--- config.mk ---
export PLATFORM = sky130hd
export DESIGN_NAME = json_string_unescape_utf8
export DESIGN_NICKNAME = d
export VERILOG_FILES = /design/src/rtl/jsu_pkg.sv /design/src/rtl/json_string_unescape_utf8.sv /design/src/rtl/jsu_front.sv /design/src/rtl/jsu_fifo.sv /design/src/rtl/jsu_back.sv
export SDC_FILE = /design/constraint.sdc
export NUM_CORES = 1
export LEC_CHECK = 0
export BUFFER_PORTS_ARGS = -buffer_cell sky130_fd_sc_hd__buf_2
export CAP_MARGIN = 15
export CORE_MARGIN = 2
export CORE_UTILIZATION = 40
export DETAILED_ROUTE_END_ITERATION = 8
export GPL_TIMING_DRIVEN = 0
export SLEW_MARGIN = 5
export SYNTH_ARGS = -nofsm -noshare
export SYNTH_HDL_FRONTEND = slang
export SYNTH_SLANG_ARGS = --single-unit
--- constraint.sdc ---
create_clock -name clock -period 8.3 [get_ports clock]
set_input_delay 1.66 -clock clock [delete_from_list [all_inputs] [get_ports clock]]
set_output_delay 1.66 -clock clock [all_outputs]
set_load 0.02 [all_outputs]
--- src/rtl/jsu_pkg.sv ---
`default_nettype none
package jsu_pkg;

   // result kinds
   localparam logic [1:0] KIND_TEXT  = 2'd0;
   localparam logic [1:0] KIND_CLOSE = 2'd1;
   localparam logic [1:0] KIND_ERR   = 2'd2;

   // error codes
   localparam logic [2:0] ERR_NONE       = 3'd0;
   localparam logic [2:0] ERR_NO_QUOTE   = 3'd1;
   localparam logic [2:0] ERR_INCOMPLETE = 3'd2;
   localparam logic [2:0] ERR_BAD_HEX    = 3'd3;
   localparam logic [2:0] ERR_UNKNOWN    = 3'd4;
   localparam logic [2:0] ERR_UNTERM     = 3'd5;

   // closing element of a queued burst
   localparam logic [1:0] TAIL_NONE  = 2'd0;
   localparam logic [1:0] TAIL_CLOSE = 2'd1;
   localparam logic [1:0] TAIL_ERR   = 2'd2;

   // most text bytes one input byte can cause
   localparam int MAX_BYTES = 6;
   localparam int CNT_W     = $clog2(MAX_BYTES + 1);

   // burst queue
   localparam int FIFO_DEPTH = 4;
   localparam int FIFO_AW    = $clog2(FIFO_DEPTH);

   // one queued burst: text bytes, then an optional close or error
   typedef struct packed {
      logic [MAX_BYTES-1:0][7:0] bytes;
      logic [CNT_W-1:0]          nbytes;
      logic [1:0]                tail;
      logic [2:0]                err;
   } ent_type;

   // queue head as seen by the back end
   typedef struct packed {
      logic    valid;
      ent_type ent;
   } head_type;

endpackage
`default_nettype wire

--- src/rtl/json_string_unescape_utf8.sv ---
`default_nettype none
// channel  valid      ready      payload
// req      req_valid  req_ready  req_in_byte, req_start_req, req_input_end
// rsp      rsp_valid  rsp_ready  rsp_out_byte, rsp_kind, rsp_err_code, rsp_last
//
// one input byte is taken every cycle while the four-entry burst queue has room
// each byte is classified in the cycle it is taken and queues one burst of 0 to 6 results
// the back end hands out one result per cycle while rsp_ready is high
// reset is synchronous and returns the decoder to idle with an empty queue
// a stalled rsp side fills the queue, then req_ready drops until a burst drains
module json_string_unescape_utf8 import jsu_pkg::*; (
   input  wire logic       clock,
   input  wire logic       reset,
   input  wire logic       req_valid,
   output logic            req_ready,
   input  wire logic [7:0] req_in_byte,
   input  wire logic       req_start_req,
   input  wire logic       req_input_end,
   output logic            rsp_valid,
   input  wire logic       rsp_ready,
   output logic [7:0]      rsp_out_byte,
   output logic [1:0]      rsp_kind,
   output logic [2:0]      rsp_err_code,
   output logic            rsp_last
);

   logic     full;
   logic     accept;
   logic     push;
   ent_type  push_ent;
   logic     pop;
   head_type head;

   assign req_ready = !full;
   assign accept    = req_valid && req_ready;

   // decoder
   jsu_front u_front (
      .clock     (clock),
      .reset     (reset),
      .accept    (accept),
      .in_byte   (req_in_byte),
      .start_req (req_start_req),
      .input_end (req_input_end),
      .push      (push),
      .push_ent  (push_ent)
   );

   // burst queue
   jsu_fifo u_fifo (
      .clock    (clock),
      .reset    (reset),
      .push     (push),
      .push_ent (push_ent),
      .pop      (pop),
      .full     (full),
      .head     (head)
   );

   // result sequencer
   jsu_back u_back (
      .clock        (clock),
      .reset        (reset),
      .head         (head),
      .pop          (pop),
      .rsp_valid    (rsp_valid),
      .rsp_ready    (rsp_ready),
      .rsp_out_byte (rsp_out_byte),
      .rsp_kind     (rsp_kind),
      .rsp_err_code (rsp_err_code),
      .rsp_last     (rsp_last)
   );

endmodule
`default_nettype wire

--- src/rtl/jsu_front.sv ---
`default_nettype none
module jsu_front import jsu_pkg::*; (
   input  wire logic       clock,
   input  wire logic       reset,
   input  wire logic       accept,
   input  wire logic [7:0] in_byte,
   input  wire logic       start_req,
   input  wire logic       input_end,
   output logic            push,
   output ent_type         push_ent
);

   localparam logic [3:0] PH_IDLE = 4'd0;
   localparam logic [3:0] PH_BODY = 4'd1;
   localparam logic [3:0] PH_ESC  = 4'd2;
   localparam logic [3:0] PH_HEX  = 4'd3;
   localparam logic [3:0] PH_DONE = 4'd4;
   localparam logic [3:0] PH_ERR  = 4'd8;

   localparam logic [7:0] CH_QUOTE = 8'h22;
   localparam logic [7:0] CH_BSL   = 8'h5C;
   localparam logic [7:0] CH_U     = 8'h75;

   typedef struct packed {
      logic [3:0][7:0] bytes;
      logic [2:0]      n;
   } enc_type;

   // utf-8 encoding of a code point
   function automatic enc_type utf8_enc(input logic [20:0] cp);
      enc_type e;
      e = '0;
      if (cp < 21'h80) begin
         e.n = 3'd1;
         e.bytes[0] = cp[7:0];
      end else if (cp < 21'h800) begin
         e.n = 3'd2;
         e.bytes[0] = {3'b110, cp[10:6]};
         e.bytes[1] = {2'b10, cp[5:0]};
      end else if (cp < 21'h10000) begin
         e.n = 3'd3;
         e.bytes[0] = {4'b1110, cp[15:12]};
         e.bytes[1] = {2'b10, cp[11:6]};
         e.bytes[2] = {2'b10, cp[5:0]};
      end else begin
         e.n = 3'd4;
         e.bytes[0] = {5'b11110, cp[20:18]};
         e.bytes[1] = {2'b10, cp[17:12]};
         e.bytes[2] = {2'b10, cp[11:6]};
         e.bytes[3] = {2'b10, cp[5:0]};
      end
      return e;
   endfunction

   logic [3:0]  phase_ff, phase_in;
   logic [11:0] hex_accum_ff, hex_accum_in;
   logic [1:0]  digit_count_ff, digit_count_in;
   logic [9:0]  held_high_ff, held_high_in;
   logic        holding_high_ff, holding_high_in;

   logic        use_flush;
   enc_type     flush_enc;
   enc_type     main_enc;
   logic [1:0]  tail;
   logic [2:0]  err;

   logic        hex_ok;
   logic [3:0]  hex_d;
   logic [15:0] cp16;
   logic [20:0] pair_cp;
   logic        short_ok;
   logic [7:0]  short_ch;

   // hex digit value
   always_comb begin
      hex_ok = 1'b1;
      hex_d  = 4'd0;
      if (in_byte >= 8'h30 && in_byte <= 8'h39) begin
         hex_d = in_byte[3:0];
      end else if ((in_byte >= 8'h61 && in_byte <= 8'h66) ||
                   (in_byte >= 8'h41 && in_byte <= 8'h46)) begin
         hex_d = in_byte[3:0] + 4'd9;
      end else begin
         hex_ok = 1'b0;
      end
   end

   // short escapes
   always_comb begin
      short_ok = 1'b1;
      short_ch = 8'h00;
      unique case (in_byte)
         8'h22:   short_ch = 8'h22;
         8'h5C:   short_ch = 8'h5C;
         8'h2F:   short_ch = 8'h2F;
         8'h62:   short_ch = 8'h08;
         8'h66:   short_ch = 8'h0C;
         8'h6E:   short_ch = 8'h0A;
         8'h72:   short_ch = 8'h0D;
         8'h74:   short_ch = 8'h09;
         default: short_ok = 1'b0;
      endcase
   end

   assign cp16      = {hex_accum_ff, hex_d};
   assign pair_cp   = 21'h10000 + {1'b0, held_high_ff, cp16[9:0]};
   assign flush_enc = utf8_enc({5'd0, 6'b110110, held_high_ff});

   // classify the accepted byte and plan its burst
   always_comb begin
      phase_in        = phase_ff;
      hex_accum_in    = hex_accum_ff;
      digit_count_in  = digit_count_ff;
      held_high_in    = held_high_ff;
      holding_high_in = holding_high_ff;
      push            = 1'b0;
      use_flush       = 1'b0;
      main_enc        = '0;
      tail            = TAIL_NONE;
      err             = ERR_NONE;
      if (accept) begin
         if (start_req) begin
            hex_accum_in    = '0;
            digit_count_in  = '0;
            held_high_in    = '0;
            holding_high_in = 1'b0;
            if (input_end || in_byte != CH_QUOTE) begin
               err = ERR_NO_QUOTE;
            end else begin
               phase_in = PH_BODY;
            end
         end else if (phase_ff[3]) begin
            err = phase_ff[2:0];
         end else begin
            unique case (phase_ff)
               PH_BODY: begin
                  if (input_end) begin
                     err = ERR_UNTERM;
                  end else if (in_byte == CH_BSL) begin
                     phase_in = PH_ESC;
                  end else begin
                     use_flush       = holding_high_ff;
                     holding_high_in = 1'b0;
                     held_high_in    = '0;
                     push            = 1'b1;
                     if (in_byte == CH_QUOTE) begin
                        phase_in = PH_DONE;
                        tail     = TAIL_CLOSE;
                     end else begin
                        main_enc.n        = 3'd1;
                        main_enc.bytes[0] = in_byte;
                     end
                  end
               end
               PH_ESC: begin
                  if (input_end) begin
                     err = ERR_INCOMPLETE;
                  end else if (in_byte == CH_U) begin
                     phase_in       = PH_HEX;
                     hex_accum_in   = '0;
                     digit_count_in = '0;
                  end else if (!short_ok) begin
                     err = ERR_UNKNOWN;
                  end else begin
                     use_flush         = holding_high_ff;
                     holding_high_in   = 1'b0;
                     held_high_in      = '0;
                     push              = 1'b1;
                     main_enc.n        = 3'd1;
                     main_enc.bytes[0] = short_ch;
                     phase_in          = PH_BODY;
                  end
               end
               PH_HEX: begin
                  if (input_end) begin
                     err = ERR_INCOMPLETE;
                  end else if (!hex_ok) begin
                     err = ERR_BAD_HEX;
                  end else if (digit_count_ff != 2'd3) begin
                     hex_accum_in   = cp16[11:0];
                     digit_count_in = digit_count_ff + 2'd1;
                  end else begin
                     hex_accum_in   = '0;
                     digit_count_in = '0;
                     phase_in       = PH_BODY;
                     if (holding_high_ff && cp16 >= 16'hDC00 && cp16 <= 16'hDFFF) begin
                        main_enc        = utf8_enc(pair_cp);
                        holding_high_in = 1'b0;
                        held_high_in    = '0;
                        push            = 1'b1;
                     end else begin
                        use_flush = holding_high_ff;
                        if (cp16 >= 16'hD800 && cp16 <= 16'hDBFF) begin
                           held_high_in    = cp16[9:0];
                           holding_high_in = 1'b1;
                           push            = holding_high_ff;
                        end else begin
                           holding_high_in = 1'b0;
                           held_high_in    = '0;
                           main_enc        = utf8_enc({5'd0, cp16});
                           push            = 1'b1;
                        end
                     end
                  end
               end
               default: begin
               end
            endcase
         end
         // an error drops everything else from this byte
         if (err != ERR_NONE) begin
            phase_in        = PH_ERR | {1'b0, err};
            holding_high_in = 1'b0;
            held_high_in    = '0;
            push            = 1'b1;
            use_flush       = 1'b0;
            main_enc        = '0;
            tail            = TAIL_ERR;
         end
      end
   end

   // pack flushed surrogate and main bytes into one burst
   always_comb begin
      push_ent.tail = tail;
      push_ent.err  = err;
      if (use_flush) begin
         push_ent.nbytes   = CNT_W'(main_enc.n) + CNT_W'(3);
         push_ent.bytes[0] = flush_enc.bytes[0];
         push_ent.bytes[1] = flush_enc.bytes[1];
         push_ent.bytes[2] = flush_enc.bytes[2];
         push_ent.bytes[3] = main_enc.bytes[0];
         push_ent.bytes[4] = main_enc.bytes[1];
         push_ent.bytes[5] = main_enc.bytes[2];
      end else begin
         push_ent.nbytes   = CNT_W'(main_enc.n);
         push_ent.bytes[0] = main_enc.bytes[0];
         push_ent.bytes[1] = main_enc.bytes[1];
         push_ent.bytes[2] = main_enc.bytes[2];
         push_ent.bytes[3] = main_enc.bytes[3];
         push_ent.bytes[4] = 8'h00;
         push_ent.bytes[5] = 8'h00;
      end
   end

   // decoder state
   always_ff @(posedge clock) begin
      if (reset) begin
         phase_ff        <= PH_IDLE;
         hex_accum_ff    <= '0;
         digit_count_ff  <= '0;
         held_high_ff    <= '0;
         holding_high_ff <= 1'b0;
      end else begin
         phase_ff        <= phase_in;
         hex_accum_ff    <= hex_accum_in;
         digit_count_ff  <= digit_count_in;
         held_high_ff    <= held_high_in;
         holding_high_ff <= holding_high_in;
      end
   end

endmodule
`default_nettype wire

--- src/rtl/jsu_fifo.sv ---
`default_nettype none
module jsu_fifo import jsu_pkg::*; (
   input  wire logic    clock,
   input  wire logic    reset,
   input  wire logic    push,
   input  ent_type      push_ent,
   input  wire logic    pop,
   output logic         full,
   output head_type     head
);

   ent_type              slot_ff [FIFO_DEPTH];
   logic [FIFO_AW-1:0]   wr_ptr_ff, wr_ptr_in;
   logic [FIFO_AW-1:0]   rd_ptr_ff, rd_ptr_in;
   logic [FIFO_AW:0]     count_ff, count_in;
   logic                 do_push, do_pop;

   assign full       = (count_ff == (FIFO_AW+1)'(FIFO_DEPTH));
   assign do_push    = push && !full;
   assign do_pop     = pop && (count_ff != '0);
   assign head.valid = (count_ff != '0);
   assign head.ent   = slot_ff[rd_ptr_ff];

   // pointer and fill update
   always_comb begin
      wr_ptr_in = wr_ptr_ff;
      rd_ptr_in = rd_ptr_ff;
      count_in  = count_ff;
      if (do_push) begin
         wr_ptr_in = (wr_ptr_ff == FIFO_AW'(FIFO_DEPTH - 1)) ? '0 : wr_ptr_ff + 1'b1;
      end
      if (do_pop) begin
         rd_ptr_in = (rd_ptr_ff == FIFO_AW'(FIFO_DEPTH - 1)) ? '0 : rd_ptr_ff + 1'b1;
      end
      if (do_push && !do_pop) begin
         count_in = count_ff + 1'b1;
      end else if (do_pop && !do_push) begin
         count_in = count_ff - 1'b1;
      end
   end

   // control
   always_ff @(posedge clock) begin
      if (reset) begin
         wr_ptr_ff <= '0;
         rd_ptr_ff <= '0;
         count_ff  <= '0;
      end else begin
         wr_ptr_ff <= wr_ptr_in;
         rd_ptr_ff <= rd_ptr_in;
         count_ff  <= count_in;
      end
   end

   // burst storage
   always_ff @(posedge clock) begin
      if (do_push) begin
         slot_ff[wr_ptr_ff] <= push_ent;
      end
   end

endmodule
`default_nettype wire

--- src/rtl/jsu_back.sv ---
`default_nettype none
module jsu_back import jsu_pkg::*; (
   input  wire logic       clock,
   input  wire logic       reset,
   input  head_type        head,
   output logic            pop,
   output logic            rsp_valid,
   input  wire logic       rsp_ready,
   output logic [7:0]      rsp_out_byte,
   output logic [1:0]      rsp_kind,
   output logic [2:0]      rsp_err_code,
   output logic            rsp_last
);

   logic [CNT_W-1:0] idx_ff, idx_in;
   logic [CNT_W-1:0] total;
   logic             is_text;
   logic             xfer;

   assign total     = head.ent.nbytes + CNT_W'(head.ent.tail != TAIL_NONE);
   assign is_text   = (idx_ff < head.ent.nbytes);
   assign rsp_valid = head.valid;
   assign rsp_last  = (idx_ff == total - 1'b1);
   assign xfer      = rsp_valid && rsp_ready;
   assign pop       = xfer && rsp_last;

   // select the current element of the head burst
   always_comb begin
      rsp_out_byte = 8'h00;
      rsp_kind     = KIND_TEXT;
      rsp_err_code = ERR_NONE;
      if (is_text) begin
         rsp_out_byte = head.ent.bytes[idx_ff];
      end else if (head.ent.tail == TAIL_CLOSE) begin
         rsp_kind = KIND_CLOSE;
      end else begin
         rsp_kind     = KIND_ERR;
         rsp_err_code = head.ent.err;
      end
   end

   // step through the burst on each transfer
   always_comb begin
      idx_in = idx_ff;
      if (xfer) begin
         idx_in = rsp_last ? '0 : idx_ff + 1'b1;
      end
   end

   always_ff @(posedge clock) begin
      if (reset) begin
         idx_ff <= '0;
      end else begin
         idx_ff <= idx_in;
      end
   end

endmodule
`default_nettype wire

# --- Yosys cells after proc, flatten, opt, wreduce, memory -nomap -nowiden ---
# Memories as Yosys holds them, arrays and structs flattened. A register that Yosys moved wholly into a read port is not among the register bits.
# Cells that the tools add are included.
totals:
  regBits: 39
  ramBits: 224
  wordCells: 261
  n_memories: 1
op_classes:
  addsub: 11
  order_cmp: 17
  eq_ne: 36
  muxes: 157
  n_reduce_logical: 29
mem_list:
  columns: ["memory", "words", "word_bits", "read_ports", "rd_ports_with_merged_regs", "write_ports", "line_no", "source"]
  rows:
  - ["u_fifo.slot_ff", 4, 56, 1, 1, 1, "jsu_fifo.sv:12", "ent_type slot_ff [FIFO_DEPTH];"]
ops:
  columns: ["cell", "count"]
  rows:
  - ["35-bit two-way mux", 9]
  - ["10-bit two-way mux", 14]
  - ["12-bit two-way mux", 7]
  - ["11-bit two-way mux", 7]
  - ["24-bit two-way mux", 3]
  - ["8-bit by 7-bit == test with 1-bit output (second input constant)", 7]
  - ["7-bit case mux with 8 select lines", 1]
  - ["3-bit two-way mux", 17]
  - ["51-bit two-way mux", 1]
  - ["1-bit two-way mux", 48]
  - ["4-bit two-way mux", 12]
  - ["2-bit two-way mux", 20]
  - ["11-bit case mux with 3 select lines", 1]
  - ["16-bit >= comparator (second input constant)", 2]
  - ["16-bit less-or-equal comparator (second input constant)", 2]
  - ["8-bit two-way mux", 4]
  - ["10-bit case mux with 3 select lines", 1]
  - ["25-bit two-way mux", 1]
  - ["8-bit binary-select mux with 3-bit select", 1]
  - ["12-bit case mux with 2 select lines", 1]
  - ["11-bit AND reduction", 2]
  - ["17-bit by 20-bit adder with 21-bit output (first input constant)", 1]
  - ["21-bit by 12-bit less-than comparator with 1-bit output (second input constant)", 1]
  - ["21-bit by 17-bit less-than comparator with 1-bit output (second input constant)", 1]
  - ["other kinds (46)", 86]

# --- Logic depth before layout (Yosys ltp) ---
logic_depth:
  ltp_word: 22
  depth_mapped: 16
  depth_no_buf: 14

# --- Modules after synthesis ---
# Synthesis repeated with hierarchy kept, for this count alone.
hier_totals:
  cells_unflattened: 940
  hier_area_um2: 12936.2
by_module_without_submodules:
  columns: ["mod", "n_inst", "cells_each", "area_each_um2", "seq_area_each_um2"]
  rows:
  - ["jsu_fifo", 1, 342, 8582.0, 6906.6]
  - ["jsu_front", 1, 498, 3528.4, 580.6]
  - ["jsu_back", 1, 98, 815.8, 60.1]
  - ["json_string_unescape_utf8", 1, 2, 10.0, 0.0]

# --- Least setup slack after synthesis ---
# No wires, ideal clock.
synth_timing:
  path_type: "input to register"
  from: "input port req_in_byte[0]"
  to: "memory u_fifo.slot_ff[0][0] (netlist name), enable pin"
  arrival_ps: 4834
  required_time_ps: 7885
  setup_slack_ps: 3051
  cell_stages: 10
  n_path_buf: 1
  cell_sequence: "inv_1 ha_1 nand2_1 or4_1 clkbuf_1 nand4_2 o41a_4 a21oi_2 a21o_2 and2_1"
synth_via:
  elab_chain_len: 20
  word_cells_on_any_way: 64
synth_rtl:
  columns: ["item", "line_no", "source"]
  rows:
  - ["start, declared", "json_string_unescape_utf8.sv:16", "input wire logic [7:0] req_in_byte,"]
  - ["8-bit by 7-bit >= comparator with 1-bit output, or another cell as far along", "jsu_front.sv:80", "end else if ((in_byte >= 8'h61 && in_byte <= 8'h66) ||"]
  - ["1-bit logical AND, on equally long branches", "jsu_front.sv:80, jsu_front.sv:81", null]
  - ["1-bit logical OR", "jsu_front.sv:80", null]
  - ["4-bit two-way mux", "jsu_front.sv:80", null]
  - ["4-bit two-way mux", "jsu_front.sv:78", "if (in_byte >= 8'h30 && in_byte <= 8'h39) begin"]
  - ["16-bit >= comparator, or another cell as far along", "jsu_front.sv:193", "if (cp16 >= 16'hD800 && cp16 <= 16'hDBFF) begin"]
  - ["1-bit logical AND, on equally long branches", "jsu_front.sv:193, jsu_front.sv:186", null]
  - ["1-bit two-way mux or 1-bit logical AND (tied branches)", "jsu_front.sv:193, jsu_front.sv:186", null]
  - ["[... 5 more ...]", null, null]
  - ["1-bit two-way mux", "jsu_front.sv:132", "end else if (phase_ff[3]) begin"]
  - ["1-bit two-way mux", "jsu_front.sv:122", "if (start_req) begin"]
  - ["1-bit two-way mux *", "jsu_front.sv:211", "if (err != ERR_NONE) begin"]
  - ["1-bit two-way mux *", "jsu_front.sv:121", "if (accept) begin"]
  - ["1-bit logical AND *", "jsu_fifo.sv:19", "assign do_push = push && !full;"]
  - ["via u_fifo.do_push", "jsu_fifo.sv:16", "logic do_push, do_pop;"]
  - ["1-bit two-way mux *", "jsu_fifo.sv:57", "if (do_push) begin"]
  - ["1-bit two-way mux (implied by the code) *", "jsu_fifo.sv:58", "slot_ff[wr_ptr_ff] <= push_ent;"]
  - ["end, declared", "jsu_fifo.sv:12", null]
# Mark *: on every way through the listed nets, which the timed path passes. The rest lies on a longest branch. The select of a mux whose other input is x is not followed.

==> metrics.md <==
| Metric | Value |
|---|---|
| Status | `finished, final reports clean` |
| P_leak | `4.57 nW` |
| Top cells by area, synth | `edfxtp_1, mux4_2, dfxtp_1` |
| Finished Cell Area | `13400 sq um` |
| Distinct cells, synth | `84` |
| Hold WC Path Type | `register to register` |
| Hold_sp | `u_front.digit_count_ff[1]` |
| Via count | `7832` |
| Clock Latency Late Sink | `0.52 ns` |
| Setup ws final | `2.37 ns` |
| Synth Cell Area | `11900 sq um` |
| Pwr Density | `255 nW/um^2` |
| Setup tns final | `0 ns` |
| Layout area overhead | `13.1%` |
| EDFF count, synth | `208` |
| Post-CTS Resized | `0` |
| Sequential power share | `0.440` |
| Final Cycle Share | `0.715` |
| DRT Pass-1 Iters | `6` |
| Clock transition at the registers of the reported paths | `0.06 ns` |
| GRT overflow | `0` |
| Post-Syn Nets | `910` |
| Largest net degree at the start of global routing | `53` |
| Combinational power share | `0.214` |
| First-pass GRT wire length | `46100 microns` |
| CTS Buffer Depth | `3` |
| Io pins | `30` |
| FMAX | `169 MHz` |
| Total CTS buffers | `26` |
| Routed wire length | `30200 microns` |
| Placed inst area | `12500 sq um` |
| Pint | `2.49 mW` |
| Sw Pwr | `0.937 mW` |
| Final setup fails | `0` |
| DRC | `0` |
| Pre-CTS WS | `2.73 ns` |
| Synth Register Bits | `249` |
| Max FO, Critical Path | `10` |
| Setup CP Type | `register to output pin` |
| 1st-iter DRT viols | `707` |
| Reg-to-reg slack, setup | `3.53 ns` |
| Die Wd | `176 microns` |
| Number of H-tree levels | `1` |
| Reg2reg end | `u_fifo.count_ff[2]` |
| Rows | `63` |
| Die Y | `176 microns` |
| Max Slew Vio Count | `0` |
| GPL Wtd Cong | `0.944` |
| Maximum vdd ir drop | `162 uV` |
| Vias in the first global route | `7615` |
| Share of layout cells above drive strength 1 | `0.183` |
| Core area | `29400 sq um` |
| Clock sinks | `249` |
| DP Wirelength | `20600 microns` |
| CTS tree | `built` |
| Hold Slack | `0.460 ns` |
| Worst Path Required | `6.64 ns` |
| Hold buffer count at CTS | `0` |
| Drt via density | `5.83` |
| Max Clock Skew | `0.0115 ns` |
| Worst-margin pin slew | `1.05 ns` |
| Final Hold Vio Count | `0` |
| Root buf cell | `clkbuf_16` |
| Fillers | `2628` |
| Hold path depth | `2` |
| RSZ-0062 raised after global routing | `no` |
| FF-to-FF path depth | `15` |
| Yosys warning total | `0` |
| Port-buffer cells | `27` |
| Slew margin rel. | `0.299` |
| Layout Nets | `967` |
| Worst hold endpoint | `u_front.digit_count_ff[1]` |
| Final Non-Filler Cells | `1344` |
| Placed Instances | `1295` |
| Die area | `31100 sq um` |
| Seq/Total Area, Yosys | `0.595` |
| Type of origin of the critical path | `register` |
| Asr flop ratio synth | `0` |
| Post-CTS Setup Inserts | `0` |
| Most frequent cells in the layout | `edfxtp_1, nand2_1, nor2_1` |
| Initial core utilization | `0.404` |
| Clk network pwr share | `0.346` |
| Min cycle time layout | `5.93 ns` |
| Cell taking the most area after synthesis | `edfxtp_1` |
| Initial antenna violation count | `0` |
| Syn_area_per_cell | `13.5 sq um` |
| Total power | `3.43 mW` |
| Max-cap violations | `0` |
| N_diodes | `0` |
| Post-Syn Instances | `877` |
| Sw Share | `0.273` |
| Yosys top cell area share | `0.526` |
| Most common cell after layout, fill and taps aside | `edfxtp_1` |
| Post-Route Utilization | `0.457` |
| Primary FF master, synth | `edfxtp_1` |
| Routed WL per cell | `22.5 microns` |
| Crit path DAT | `4.27 ns` |
| Routed Antenna Nets | `0` |
| GR Util All Layers | `0.196` |
| CP endpoint kind | `output pin` |
[synth_stat cells (all sizes together), types with 7 or more instances]
| cell type | count |
|---|---|
| nor3 | 25 |
| mux2 | 11 |
| a31oi | 8 |
| dfxtp | 41 |
| clkbuf | 34 |
| inv | 26 |
| or4 | 7 |
| and2 | 19 |
| a22oi | 13 |
| edfxtp | 208 |
| nand2b | 7 |
| nor4 | 9 |
| ha | 18 |
| a21oi | 36 |
| nand3 | 32 |
| a221oi | 11 |
| nor2 | 64 |
| buf | 18 |
| mux4 | 59 |
| a22o | 10 |
| nand2 | 72 |
| o21ai | 24 |
| o22ai | 10 |
| and3 | 10 |
[how the worst max path moves through the flow]
stage	endpoint	slack (ns)	depth (start not counted)
3_3_place_gp	u_fifo.slot_ff[1][9]	1.36	11
2_1_floorplan	u_fifo.slot_ff[0][0]	3.05	10
6_report	rsp_out_byte[6]	2.37	12
4_1_cts	rsp_out_byte[6]	2.26	12
3_5_place_dp	u_fifo.count_ff[2]	2.73	16
5_1_grt	rsp_out_byte[6]	2.04	12
[power groups by stage]
stage	sequential [mW]	clock [mW]	combinational (mW)
5_1_grt	1.52	1.26	0.809
6_report	1.51	1.19	0.735
3_5_place_dp	1.53	0	0.739
3_3_place_gp	1.54	0	0.726
2_1_floorplan	1.53	0	0.526
4_1_cts	1.51	1.20	0.741
[state kept, by name, indices dropped and copies added (netlist names), named ones only]
signal and flops:
u_front.phase_ff 4, u_fifo.rd_ptr_ff 2, u_front.held_high_ff 10, u_front.digit_count_ff 2
u_fifo.count_ff 3, u_back.idx_ff 3, u_front.holding_high_ff 1, u_front.hex_accum_ff 12
u_fifo.slot_ff 208, u_fifo.wr_ptr_ff 2
[area by class of cell]
cell class	instances	area, sq um	share of cell area
Timing Repair Buffer	29	178	0.0132
Inverter	27	101	0.00754
Multi-Input combinational cell	549	4490	0.334
Tap cell	390	488	0.0363
Buffer	52	228	0.0169
Clock inverter	17	184	0.0137
Clock buffer	31	701	0.0522
Sequential cell	249	7070	0.526
[layer usage]
metal,wire (microns),up-vias,global-route usage
met3,1670,36,0.0224
met1,13900,3959,0.287
met2,14000,276,0.314
met4,624,0,0.0496
li1,-,3561,-
met5,0,-,0
[critical path: stages (launching register included)]
cell and delay [ns]:
dfxtp_1 0.30, clkbuf_1 0.30, clkbuf_1 0.71, buf_1 0.61, mux4_2 0.41, inv_1 0.09
ha_1 0.22, a21boi_0 0.12, o21ai_0 0.18, nand2b_1 0.13, clkbuf_1 0.28, nor3_1 0.22
buf_2 0.19
[cell families (layout without fill, tap and decap cells)]
| kind of cell | Yosys count | count (layout) | synth area share |
|---|---|---|---|
| adders and majority gates | 20 | 20 | 0.0215 |
| muxes | 75 | 75 | 0.128 |
| and+or+nand+nor | 284 | 284 | 0.125 |
| DFF | 249 | 249 | 0.595 |
| xor gates and xnor gates | 8 | 8 | 0.00590 |
| AOI/OAI and AO/OA | 162 | 162 | 0.0962 |
| buffers and inverters | 79 | 156 | 0.0277 |
Power figures use the tool's default switching activity.
